File: config.mk
export PLATFORM = sky130hd
export DESIGN_NAME = bsep_axis
export DESIGN_NICKNAME = d
export VERILOG_FILES = /design/src/design/bsep_pkg.sv /design/src/design/bsep_axis.sv
export SDC_FILE = /design/constraint.sdc
export NUM_CORES = 1
export LEC_CHECK = 0
export BUFFER_PORTS_ARGS = -buffer_cell sky130_fd_sc_hd__buf_2
export CAP_MARGIN = 15
export CORE_ASPECT_RATIO = 1.75
export CORE_MARGIN = 2
export CORE_UTILIZATION = 50
export CTS_BUF_LIST = sky130_fd_sc_hd__clkbuf_2
export CTS_CLUSTER_SIZE = 40
export DETAILED_ROUTE_END_ITERATION = 12
export HOLD_SLACK_MARGIN = 0.08
export PLACE_DENSITY = 0.77
export RECOVER_POWER = 100
export SLEW_MARGIN = 10
export SYNTH_ARGS = -nofsm -noshare
export SYNTH_HDL_FRONTEND = slang
export SYNTH_SLANG_ARGS = --single-unit
File: constraint.sdc
create_clock -name i_clk -period 6.1 [get_ports i_clk]
set_input_delay 0.915 -clock i_clk [delete_from_list [all_inputs] [get_ports i_clk]]
set_output_delay 0.915 -clock i_clk [all_outputs]
set_load 0.02 [all_outputs]
File: src/design/bsep_pkg.sv
`timescale 1ns / 1ps
// Shared constants and types of the bilinear surface evaluator.
// Used by bsep_axis, bsep_coord and the top level; depends on nothing.
package bsep_pkg;

    localparam int FRAC_BITS     = 16;
    localparam int COORD_BITS    = 32;
    localparam int PARAM_BITS    = 18;
    localparam int WRAP_BITS     = PARAM_BITS + 1;
    localparam int OUT_BITS      = 48;
    localparam int IDX_BITS      = 6;
    localparam int CFG_IDX_BITS  = 2;
    localparam int CFG_DATA_BITS = 7;
    localparam int IN_DATA_BITS  = 2 * IDX_BITS + 3 * COORD_BITS + 2 * PARAM_BITS;
    localparam int OUT_DATA_BITS = 9 * OUT_BITS;

    typedef enum logic {
        REQ_LOAD = 1'b0,
        REQ_EVAL = 1'b1
    } t_req;

    typedef enum logic [CFG_IDX_BITS-1:0] {
        CFG_R_NODES    = 2'd0,
        CFG_S_NODES    = 2'd1,
        CFG_R_PERIODIC = 2'd2,
        CFG_S_PERIODIC = 2'd3
    } t_cfg_idx;

    typedef struct packed {
        logic [COORD_BITS-1:0] z;
        logic [COORD_BITS-1:0] y;
        logic [COORD_BITS-1:0] x;
    } t_node;

endpackage

File: src/design/bsep_axis.sv
`timescale 1ns / 1ps
// One parametric direction: periodic wrap, scaling by the cell count,
// cell selection with clamping and the two extrapolating weights. Uses bsep_pkg.
module bsep_axis #(
    parameter int DB = 6,
    parameter int WW = 28
) (
    input  logic                                  i_clk,
    input  logic                                  i_en,
    input  logic signed [bsep_pkg::PARAM_BITS-1:0] i_param,
    input  logic                                  i_periodic,
    input  logic [DB-1:0]                         i_d,
    output logic [DB-1:0]                         o_cell_next,
    output logic [DB-1:0]                         o_cell,
    output logic signed [WW-1:0]                  o_w0,
    output logic signed [WW-1:0]                  o_w1
);

    localparam int PB = bsep_pkg::WRAP_BITS;
    localparam int FB = bsep_pkg::FRAC_BITS;
    localparam int UW = PB + DB + 1;
    localparam logic signed [PB-1:0] ONE_P = PB'(2 ** FB);
    localparam logic signed [WW-1:0] ONE_W = WW'(2 ** FB);

    logic signed [PB-1:0] p_ext;
    logic signed [PB-1:0] p_wrap;
    logic signed [UW-1:0] n_u;
    logic signed [UW-1:0] r_u;
    logic signed [UW-1:0] fl;
    logic [DB-1:0]        dm1;
    logic [DB-1:0]        cell_idx;
    logic signed [WW-1:0] u_ext;
    logic signed [WW-1:0] cell_sh;
    logic signed [WW-1:0] a1;
    logic signed [WW-1:0] a0;
    logic [DB-1:0]        r_cell;
    logic signed [WW-1:0] r_w0;
    logic signed [WW-1:0] r_w1;

    assign p_ext = PB'(i_param);

    // A point exactly at 1.0 stays; points below 0 or strictly beyond 1.0 wrap.
    always_comb begin
        p_wrap = p_ext;
        if (i_periodic && p_ext < 0) begin
            p_wrap = p_ext + ONE_P;
        end else if (i_periodic && p_ext > ONE_P) begin
            p_wrap = p_ext - ONE_P;
        end
    end

    assign n_u = p_wrap * $signed({1'b0, i_d});

    always_ff @(posedge i_clk) begin
        if (i_en) begin
            r_u <= n_u;
        end
    end

    // Arithmetic shift gives the floor for negative positions as well.
    assign fl  = r_u >>> FB;
    assign dm1 = i_d - DB'(1);

    always_comb begin
        if (fl < 0) begin
            cell_idx = '0;
        end else if (fl > $signed({{(UW-DB){1'b0}}, dm1})) begin
            cell_idx = dm1;
        end else begin
            cell_idx = fl[DB-1:0];
        end
    end

    assign u_ext   = WW'(r_u);
    assign cell_sh = WW'($signed({1'b0, cell_idx, {FB{1'b0}}}));
    assign a1      = u_ext - cell_sh;
    assign a0      = ONE_W - a1;

    always_ff @(posedge i_clk) begin
        if (i_en) begin
            r_cell <= cell_idx;
            r_w0   <= a0;
            r_w1   <= a1;
        end
    end

    assign o_cell_next = cell_idx;
    assign o_cell      = r_cell;
    assign o_w0        = r_w0;
    assign o_w1        = r_w1;

endmodule

# After elaboration in Yosys (flattened, before gate mapping)
# Index checks and enable logic that the tools add are counted.
# word_totals
regBits	87
latch_bits	0
ramBits	0
mem_bits_ro	0
in_bits	27
output_inout_bits	68
mem_count	0
# classes
n_addsub	5
mul	1
div	0
n_lt_le_gt_ge	4
eq_ne	0
shifts	0
mux	4
bitwise	0
reduce_logical	2
# ops
operator	n
two-way mux 19 bit	2
subtractor 18 x 27 -> 28 bit (first input constant)	1
subtractor 26 x 23 -> 27 bit	1
multiplier 19 x 7 -> 26 bit	1
adder 18 x 18 -> 19 bit (second input constant)	1
subtractor 18 x 18 -> 19 bit (second input constant)	1
greater-than comparator 18 bit (second input constant)	1
< comparator 18 x 1 -> 1 bit (second input constant)	1
two-way mux 6 bit	2
greater-than comparator 10 x 7 -> 1 bit	1
< comparator 10 x 1 -> 1 bit (second input constant)	1
subtractor 6 x 1 -> 6 bit (second input constant)	1
logical AND 1 bit	2

# Longest topological paths before layout
# Gate-level depths: netlist (run 1).
# logic_depth
word_depth	6
mapped_depth	21
ltp_nobuf	20

# Least setup slack after synthesis (run 1)
# Ideal clock, no wire load.
# synth_timing
path_kind	input to register
from	input port i_param[12] in the netlist's numbering
to	register r_u[25], data pin
t_arrival_ps	5446
t_required_ps	5844
setup_slack_ps	398
stages	19
path_buffers	0
path_cell_list	or4_1 -> nor3_1 -> a31oi_1 -> a21oi_1 -> xnor2_1 -> and2_1 -> fa_1 -> fa_1 -> inv_1 -> fa_1 -> inv_1 -> fa_1 -> ha_1 -> a21oi_1 -> o21ai_0 -> nand2b_1 -> o311ai_1 -> o41ai_1 -> and4b_1
# synth_between
elab_chain_cells	5
word_cells_on_any_way	9
classes_between	2 x add/sub; 1 x mul; 2 x order compare; 2 x mux; 2 x reduce/logical
# synth_lines
item	line_no	text
start, declared	bsep_axis.sv:10	input logic signed [bsep_pkg::PARAM_BITS-1:0] i_param,
greater-than comparator 18 bit	bsep_axis.sv:47	end else if (i_periodic && p_ext > ONE_P) begin
logical AND 1 bit	bsep_axis.sv:47	
two-way mux 19 bit	bsep_axis.sv:47	
two-way mux 19 bit *	bsep_axis.sv:45	if (i_periodic && p_ext < 0) begin
multiplier 19 x 7 -> 26 bit *	bsep_axis.sv:52	assign n_u = p_wrap * $signed({1'b0, i_d});
named net n_u[25]	bsep_axis.sv:27	logic signed [UW-1:0] n_u;
end signal, assigned	bsep_axis.sv:56	r_u <= n_u;
end, declared	bsep_axis.sv:28	logic signed [UW-1:0] r_u;
# The timed path passes the listed nets; every way through them passes the cells marked *.
# A chain may end at the register's enable or synchronous reset.

# Worst setup path after layout (run 1)
# layout_timing
from	input port i_d[1]
to	register r_u[25], data pin
# layout_between
elab_chain_cells	1
# layout_lines
item	line_no	text
start, declared	bsep_axis.sv:12	input logic [DB-1:0] i_d,
multiplier 19 x 7 -> 26 bit	bsep_axis.sv:52	
named net n_u[25]	bsep_axis.sv:27	
# The timed path passes the listed nets, and every way through them passes these cells.

==> impl_metrics.env, run 1 <==
export IMPL_start_kind="input pin"
export IMPL_setup_viol=0
export IMPL_regArea_sq_um=2580
export IMPL_fmax_mhz=175
export IMPL_drtIter0Drc=221
export IMPL_worstReg2RegStart="r_u[17]$_DFFE_PP_"
export IMPL_dp_cells=1044
export IMPL_multi_input_area_sq_um=5030
export IMPL_core_sq_um=15900
export IMPL_fill_cells=1471
export IMPL_hold_viol=0
export IMPL_firstDrtPassIters=4
export IMPL_vias=5709
export IMPL_slowest_delay_ps=890
export IMPL_path_clk_slew_ps=220
export IMPL_cts_tree="yes"
export IMPL_synth_cells=756
export IMPL_crit_type="input pin to flip-flop"
export IMPL_die_h_um=172
export IMPL_grt_pass1_wl_mm=27.5
export IMPL_switchingPower_mw=1.84
export IMPL_dieArea_sq_um=17200
export IMPL_syn_to_final_growth_pct=9.57
export IMPL_pre_cts_ws_ps=-86.4
export IMPL_reg2reg_depth=16
export IMPL_ant_nets=0
export IMPL_power_share_sequential=0.298
export IMPL_port_buffers=94
export IMPL_use_met1=0.223
export IMPL_outcome="finished, violations left"
export IMPL_syn_num_nets=932
export IMPL_arrival_ps=6050
export IMPL_dp_hpwl_mm=13.4
export IMPL_drt_wirelength_per_cell_um=15.6
export IMPL_seq_area_frac_synth=0.320
export IMPL_syn_avg_cell_area_sq_um=10.7
export IMPL_grt_util_met2=0.387
export IMPL_postPlaceCellArea_sq_um=8890
export IMPL_drc=0
export IMPL_nets=1042
export IMPL_holdWs_ps=546
export IMPL_rows=61
export IMPL_clock_sinks=86
export IMPL_cp_slowest_cell="clkbuf_1"
export IMPL_final_util=0.558
export IMPL_initial_utilization=0.509
export IMPL_crit_path_end_kind="flip-flop"
export IMPL_tightestPinTransition_ps=4290
export IMPL_synth_top_flop_cell="edfxtp_1"
export IMPL_min_period_ps=5720
export IMPL_maxCapViolations=1
export IMPL_pin_count=95
export IMPL_crit_start="i_d[1]"
export IMPL_synth_seq_cells=86
export IMPL_crit_path_frequent_cell="fa_1"
export IMPL_fp_dieW_um=100
export IMPL_htreeDepth=3
export IMPL_yosysUniqueCellTypes=67
export IMPL_groute_usage_overall=0.202
export IMPL_ir_drop_v=0.000181
export IMPL_clk_latency_ps=530
export IMPL_worstPathRequired_ps=6430
export IMPL_power_mw=4.01
export IMPL_leakagePower_nw=3.90
export IMPL_globalplace_congestion=0.973
export IMPL_grt_overflow=0
export IMPL_path_depth=15
export IMPL_grt_busiest_layer="met2"
export IMPL_powerDensity_nw_per_um2=453
export IMPL_post_cts_buffers=0
export IMPL_skew_ps=24.9
export IMPL_worstPathCellList="clkbuf_1, nand2_1, fa_1, inv_1, fa_1, fa_1, fa_1, ha_1, and3_1, and2_0, a221oi_1, clkbuf_1, o311ai_1, o41ai_1, and4b_1"
export IMPL_p_comb_frac=0.642
export IMPL_numCtsBuffers=9
export IMPL_met3_usage=0.0141
export IMPL_grt_max_degree=87
export IMPL_antenna_found_initial=1
export IMPL_sw_frac_of_total=0.459
export IMPL_ys_warn_count=0
export IMPL_final_cell_count_no_fill=1061
export IMPL_hold_path_cell_count=0
export IMPL_routed_via_density=5.38
export IMPL_drive_gt1_frac=0.0838
export IMPL_cts_root_buffer="clkbuf_2"
export IMPL_hp_class="flip-flop to flip-flop"
export IMPL_min_delay_start="r_u[1]$_DFFE_PP_"
export IMPL_rsz0062_at_grt="no"
export IMPL_hold_buffers=0
export IMPL_worst_path_buf_inv=3
export IMPL_critPathTopFamily="adder cells"
export IMPL_tns_ps=0
export IMPL_p_int_mw=2.17
export IMPL_finalWorstSetupSlack_ps=378
export IMPL_cts_resized=0
export IMPL_min_period_over_period=0.938
export IMPL_syn_area_sq_um=8080
export IMPL_violations="capacitance limit, slew limit"
export IMPL_clock_tree_buffer_depth=2
export IMPL_worstPathMaxFanout=21
export IMPL_synth_edf_count=86
export IMPL_slew_violations=87
export IMPL_synthArstFlopShare=0
export IMPL_relSlewSlack=-1.86
export IMPL_postLayoutCellArea_sq_um=8860
export IMPL_grt_pass1_vias=5995
export IMPL_drt_total_wl_mm=16.5
export IMPL_pwr_share_clk=0.060
routing by layer:
| metal | vias up | wire [um] | part of all wire |
|---|---|---|---|
| met5 | - | 0 | 0 |
| met1 | 2767 | 6460 | 0.39 |
| met4 | 0 | 732 | 0.044 |
| li1 | 2778 | - | - |
| met3 | 39 | 407 | 0.025 |
| met2 | 125 | 8930 | 0.54 |
worst register-to-register path: cells and delay by family (launching register included):
family	cells	cell delay [ps]
mux	1	270
simple gates	3	880
flops	1	510
xor+xnor	1	220
buf+inv	1	50
fa+ha+maj	3	920
compound gates	7	1340
sequential cells by signal (all words and copies together) (netlist names):
| signal | cells |
|---|---|
| r_u | 26 |
| o_w0 | 28 |
| o_cell | 6 |
| o_w1 | 26 |
power by group through the flow:
stage               combinational (mW)  clock [mW]  sequential (mW)
detailed placement                2.64           0             1.21
global route                      2.90       0.273             1.22
floorplan                         1.80           0             1.37
finish                            2.57       0.240             1.19
global placement                  2.59           0             1.20
CTS                               2.65       0.249             1.19
path summary, 6_finish.rpt:
check / end / slack [ps]
setup / recovery: r_u[25]$_DFFE_PP_ / 380
hold / removal: o_w1[1]$_DFFE_PP_ / 550
setup reg to reg: o_w0[26]$_DFFE_PP_ / 1670
hold reg to reg: o_w1[1]$_DFFE_PP_ / 550
logic make-up after synthesis:
kind of cell / after synthesis / synth area share
xor gates and xnor gates: 57 / 0.0635
and+or+nand+nor: 239 / 0.162
DFF: 86 / 0.320
buffers and inverters: 117 / 0.0554
muxes: 11 / 0.0146
AOI/OAI and AO/OA: 97 / 0.0799
adders and majority gates: 149 / 0.305
placed cells by master (no fill, tap or decap), types with 10 or more instances in the layout:
cell type,netlist,routed
xor2_1,20,20
buf_2,1,24
inv_1,98,98
a21o_1,10,10
buf_4,2,21
clkbuf_1,14,72
edfxtp_1,86,86
o21ai_0,12,12
xnor2_1,36,36
ha_1,69,69
a21oi_1,30,30
nor2_1,37,37
clkbuf_2,0,10
and2_1,69,63
nand3_1,11,11
fa_1,80,80
nand2_1,65,65
Yosys cell counts, types with 4 or more instances:
library cell,n,share of area
xor2_1,20,0.022
ha_1,69,0.11
clkbuf_1,14,0.0065
and2_1,69,0.053
nand2b_1,4,0.0031
xnor2_1,36,0.039
a21oi_1,30,0.019
fa_1,80,0.20
o21ai_0,12,0.0074
nor2_1,37,0.017
a31oi_1,7,0.0054
nor2b_1,8,0.0062
o21bai_1,5,0.0046
or3_1,5,0.0039
nand3_1,11,0.0068
nand4_1,5,0.0039
mux2i_1,5,0.0062
nand2_1,65,0.030
a21o_1,10,0.0093
nor3_1,8,0.0050
edfxtp_1,86,0.32
mux2_2,6,0.0084
and3_1,4,0.0031
inv_1,98,0.046
layout make-up:
type	instances	area share
Antenna cell	1	0.000283
Tap cell	189	0.0267
Sequential cell	86	0.292
Inverter	99	0.0420
Multi-Input combinational cell	553	0.568
Clock buffer	10	0.00565
Timing Repair Buffer	117	0.0619
Clock inverter	6	0.00410
(Power assumes the default switching activity.)
==> inputs of run 2 (changes only) <==
Settings changed: ABC_AREA from default to 1.
==> run 2 against run 1 <==
- the flow still finishes with violations (capacitance limit, slew limit)
- clock power is 41% higher
- clock-buffer cell count unchanged
- highest routed layer unchanged
- clock skew is 19 ps higher
- worst hold slack worse by 53 ps
- maximum frequency grew 6.4%
==> impl_metrics.env, run 2 <==
export IMPL_grt_overflow=0
export IMPL_start_kind="input pin"
export IMPL_leakagePower_nw=4.73
export IMPL_seq_area_frac_synth=0.307
export IMPL_core_sq_um=16400
export IMPL_sw_frac_of_total=0.495
export IMPL_htreeDepth=3
export IMPL_worstPathCellList="clkbuf_1, inv_1, ha_1, nor3b_1, nand4_1, nand2_1, nand2_1, nand2_1, nand2_1, nor2_1, fa_1, fa_1, fa_1, inv_1, fa_1, inv_1, ha_1, a21oi_1, o21ai_0, a211oi_1, nand3_1, nand2_1, nand2_1"
export IMPL_violations="capacitance limit, slew limit"
export IMPL_drive_gt1_frac=0.0533
export IMPL_synth_edf_count=86
export IMPL_syn_area_sq_um=8420
export IMPL_post_cts_buffers=0
export IMPL_ir_drop_v=0.000252
export IMPL_synth_cells=971
export IMPL_synth_common_cells="234 x nand2_1, 212 x inv_1, 86 x edfxtp_1"
export IMPL_min_delay_start="r_u[0]$_DFFE_PP_"
export IMPL_drc=0
export IMPL_rsz0062_at_grt="no"
export IMPL_hold_buffers=0
export IMPL_final_common_cell="nand2_1"
export IMPL_antenna_found_initial=1
export IMPL_grt_pass1_wl_mm=28.8
export IMPL_arrival_ps=5730
export IMPL_largest_reg_flops=28
export IMPL_routed_via_density=4.96
export IMPL_power_share_sequential=0.282
export IMPL_hold_viol=0
export IMPL_reg2reg_depth=18
export IMPL_die_h_um=176
export IMPL_grt_max_degree=87
export IMPL_grt_pass1_vias=6574
export IMPL_yosysUniqueCellTypes=40
export IMPL_clock_tree_buffer_depth=2
export IMPL_globalplace_congestion=0.945
export IMPL_netlist_area_leader_share=0.307
export IMPL_tightestPinTransition_ps=4210
export IMPL_firstDrtPassIters=5
export IMPL_switchingPower_mw=2.08
export IMPL_cts_tree="yes"
export IMPL_outcome="finished, violations left"
export IMPL_skew_ps=43.7
export IMPL_synth_most_common_cell="nand2_1"
export IMPL_worstReg2RegStart="r_u[21]$_DFFE_PP_"
export IMPL_maxCapViolations=1
export IMPL_min_to="o_w0[0]$_DFFE_PP_"
export IMPL_min_period_over_period=0.881
export IMPL_slew_violations=87
export IMPL_initial_utilization=0.512
export IMPL_p_comb_frac=0.637
export IMPL_pin_count=95
export IMPL_rrSetupSlack_ps=1920
export IMPL_path_clk_slew_ps=260
export IMPL_tns_ps=0
export IMPL_clk_latency_ps=550
export IMPL_ys_warn_count=0
export IMPL_p_int_mw=2.12
export IMPL_fmax_mhz=186
export IMPL_nets=1241
export IMPL_path_depth=23
export IMPL_numCtsBuffers=9
export IMPL_syn_num_nets=1147
export IMPL_crit_path_frequent_cell="nand2_1"
export IMPL_dieArea_sq_um=17900
export IMPL_pwr_share_clk=0.081
export IMPL_groute_usage_overall=0.202
export IMPL_worst_path_buf_inv=4
export IMPL_setup_viol=0
export IMPL_min_period_ps=5380
export IMPL_synth_top_flop_cell="edfxtp_1"
export IMPL_drt_wirelength_per_cell_um=13.3
export IMPL_syn_avg_cell_area_sq_um=8.68
export IMPL_dp_hpwl_mm=14.5
export IMPL_drt_total_wl_mm=17.2
export IMPL_hold_path_cell_count=0
export IMPL_final_cell_mix="238 x nand2_1, 212 x inv_1, 86 x edfxtp_1"
export IMPL_cts_resized=0
export IMPL_drtIter0Drc=255
export IMPL_syn_to_final_growth_pct=8.15
export IMPL_ant_nets=0
export IMPL_vias=6420
export IMPL_synth_area_leader_cell="edfxtp_1"
export IMPL_rows=62
export IMPL_port_buffers=94
export IMPL_powerDensity_nw_per_um2=461
export IMPL_cp_slowest_cell="fa_1"
export IMPL_crit_type="input pin to flip-flop"
export IMPL_worstPathMaxFanout=6
export IMPL_critPathTopFamily="adder cells"
export IMPL_hp_class="flip-flop to flip-flop"
export IMPL_worstPathRequired_ps=6450
export IMPL_synthArstFlopShare=0
export IMPL_slowest_delay_ps=540
export IMPL_synthTopCellsByArea="edfxtp_1 31%, fa_1 19%, nand2_1 10%"
export IMPL_cts_root_buffer="clkbuf_2"
export IMPL_synth_seq_cells=86
export IMPL_clock_sinks=86
export IMPL_relSlewSlack=-1.80
export IMPL_holdWs_ps=493
export IMPL_crit_path_end_kind="flip-flop"
export IMPL_r2r_end="o_w0[26]$_DFFE_PP_"
export IMPL_fp_dieW_um=102
==> run 2: cell types whose count changed after synthesis, moves of 19 or more <==
cell	previous run	this run
and2_1	69	1
inv_1	98	212
nand2_1	65	234
nand3_1	11	46
nor2_1	37	64
xnor2_1	36	17
==> run 2: final cells by class <==
type	count	area, sq um
timing repair buffer	98	408
antenna	1	2.50
sequential	86	2580
tap	224	280
multi-input combinational	656	4890
inverter	214	803
clock buffer	10	50.0
fill	1584	7330
clock inverter	6	95.1
==> run 2: routing by layer <==
| layer | wire (um) | vias to the layer above | track usage | share of wire |
|---|---|---|---|---|
| met2 | 9570 | 158 | 0.384 | 0.55 |
| li1 | - | 3213 | - | - |
| met1 | 6240 | 2994 | 0.210 | 0.36 |
| met5 | 0 | - | 0 | 0 |
| met4 | 932 | 0 | 0.117 | 0.054 |
| met3 | 503 | 55 | 0.0155 | 0.029 |
==> run 2: power by group through the flow <==
stage,combinational [mW],clock (mW),sequential [mW]
2_1_floorplan,1.97,0,1.36
4_1_cts,2.81,0.344,1.18
5_1_grt,3.03,0.364,1.22
6_report,2.67,0.339,1.19
3_5_place_dp,2.80,0,1.20
3_3_place_gp,2.73,0,1.19
==> run 2: through the flow <==
step	setup slack (ps)	area (sq um)	power [mW]	utilization	cells
after CTS	735	9280	4.33	0.564	1294
after global routing	359	9110	4.61	0.554	1295
after global placement	227	9130	3.92	0.555	1278
after detailed placement	102	9130	3.99	0.555	1278
after floorplan	936	8420	3.33	-	971
final	724	9110	4.20	0.554	1295
==> run 2: worst max path at each step <==
stage | to | slack, ps | from
after floorplan | r_u[24]$_DFFE_PP_ | 940 | i_param[17]
after CTS | r_u[24]$_DFFE_PP_ | 740 | i_param[17]
after detailed placement | r_u[24]$_DFFE_PP_ | 100 | i_param[17]
after global placement | r_u[24]$_DFFE_PP_ | 230 | i_param[17]
final | r_u[24]$_DFFE_PP_ | 720 | i_param[17]
after global routing | r_u[24]$_DFFE_PP_ | 360 | i_param[17]
==> run 2: cell families (layout without fill, tap and decap cells) <==
kind of cell / after synthesis / in the layout / share of synthesized area
AO/OA/AOI/OAI: 60 / 60 / 0.0400
XOR/XNOR: 44 / 44 / 0.0457
adder cells (fa/ha/maj): 149 / 149 / 0.293
buffers and inverters: 229 / 328 / 0.104
flip-flops: 86 / 86 / 0.307
other: 0 / 1 / 0
AND/OR/NAND/NOR: 403 / 403 / 0.211
==> run 2: worst register-to-register path, delay by kind of cell, from the launching register on <==
family	cells	cell delay, ps
adders and majority gates	3	930
and+or+nand+nor	12	2280
buffers and inverters	1	70
AOI/OAI and AO/OA	2	210
DFF	1	480
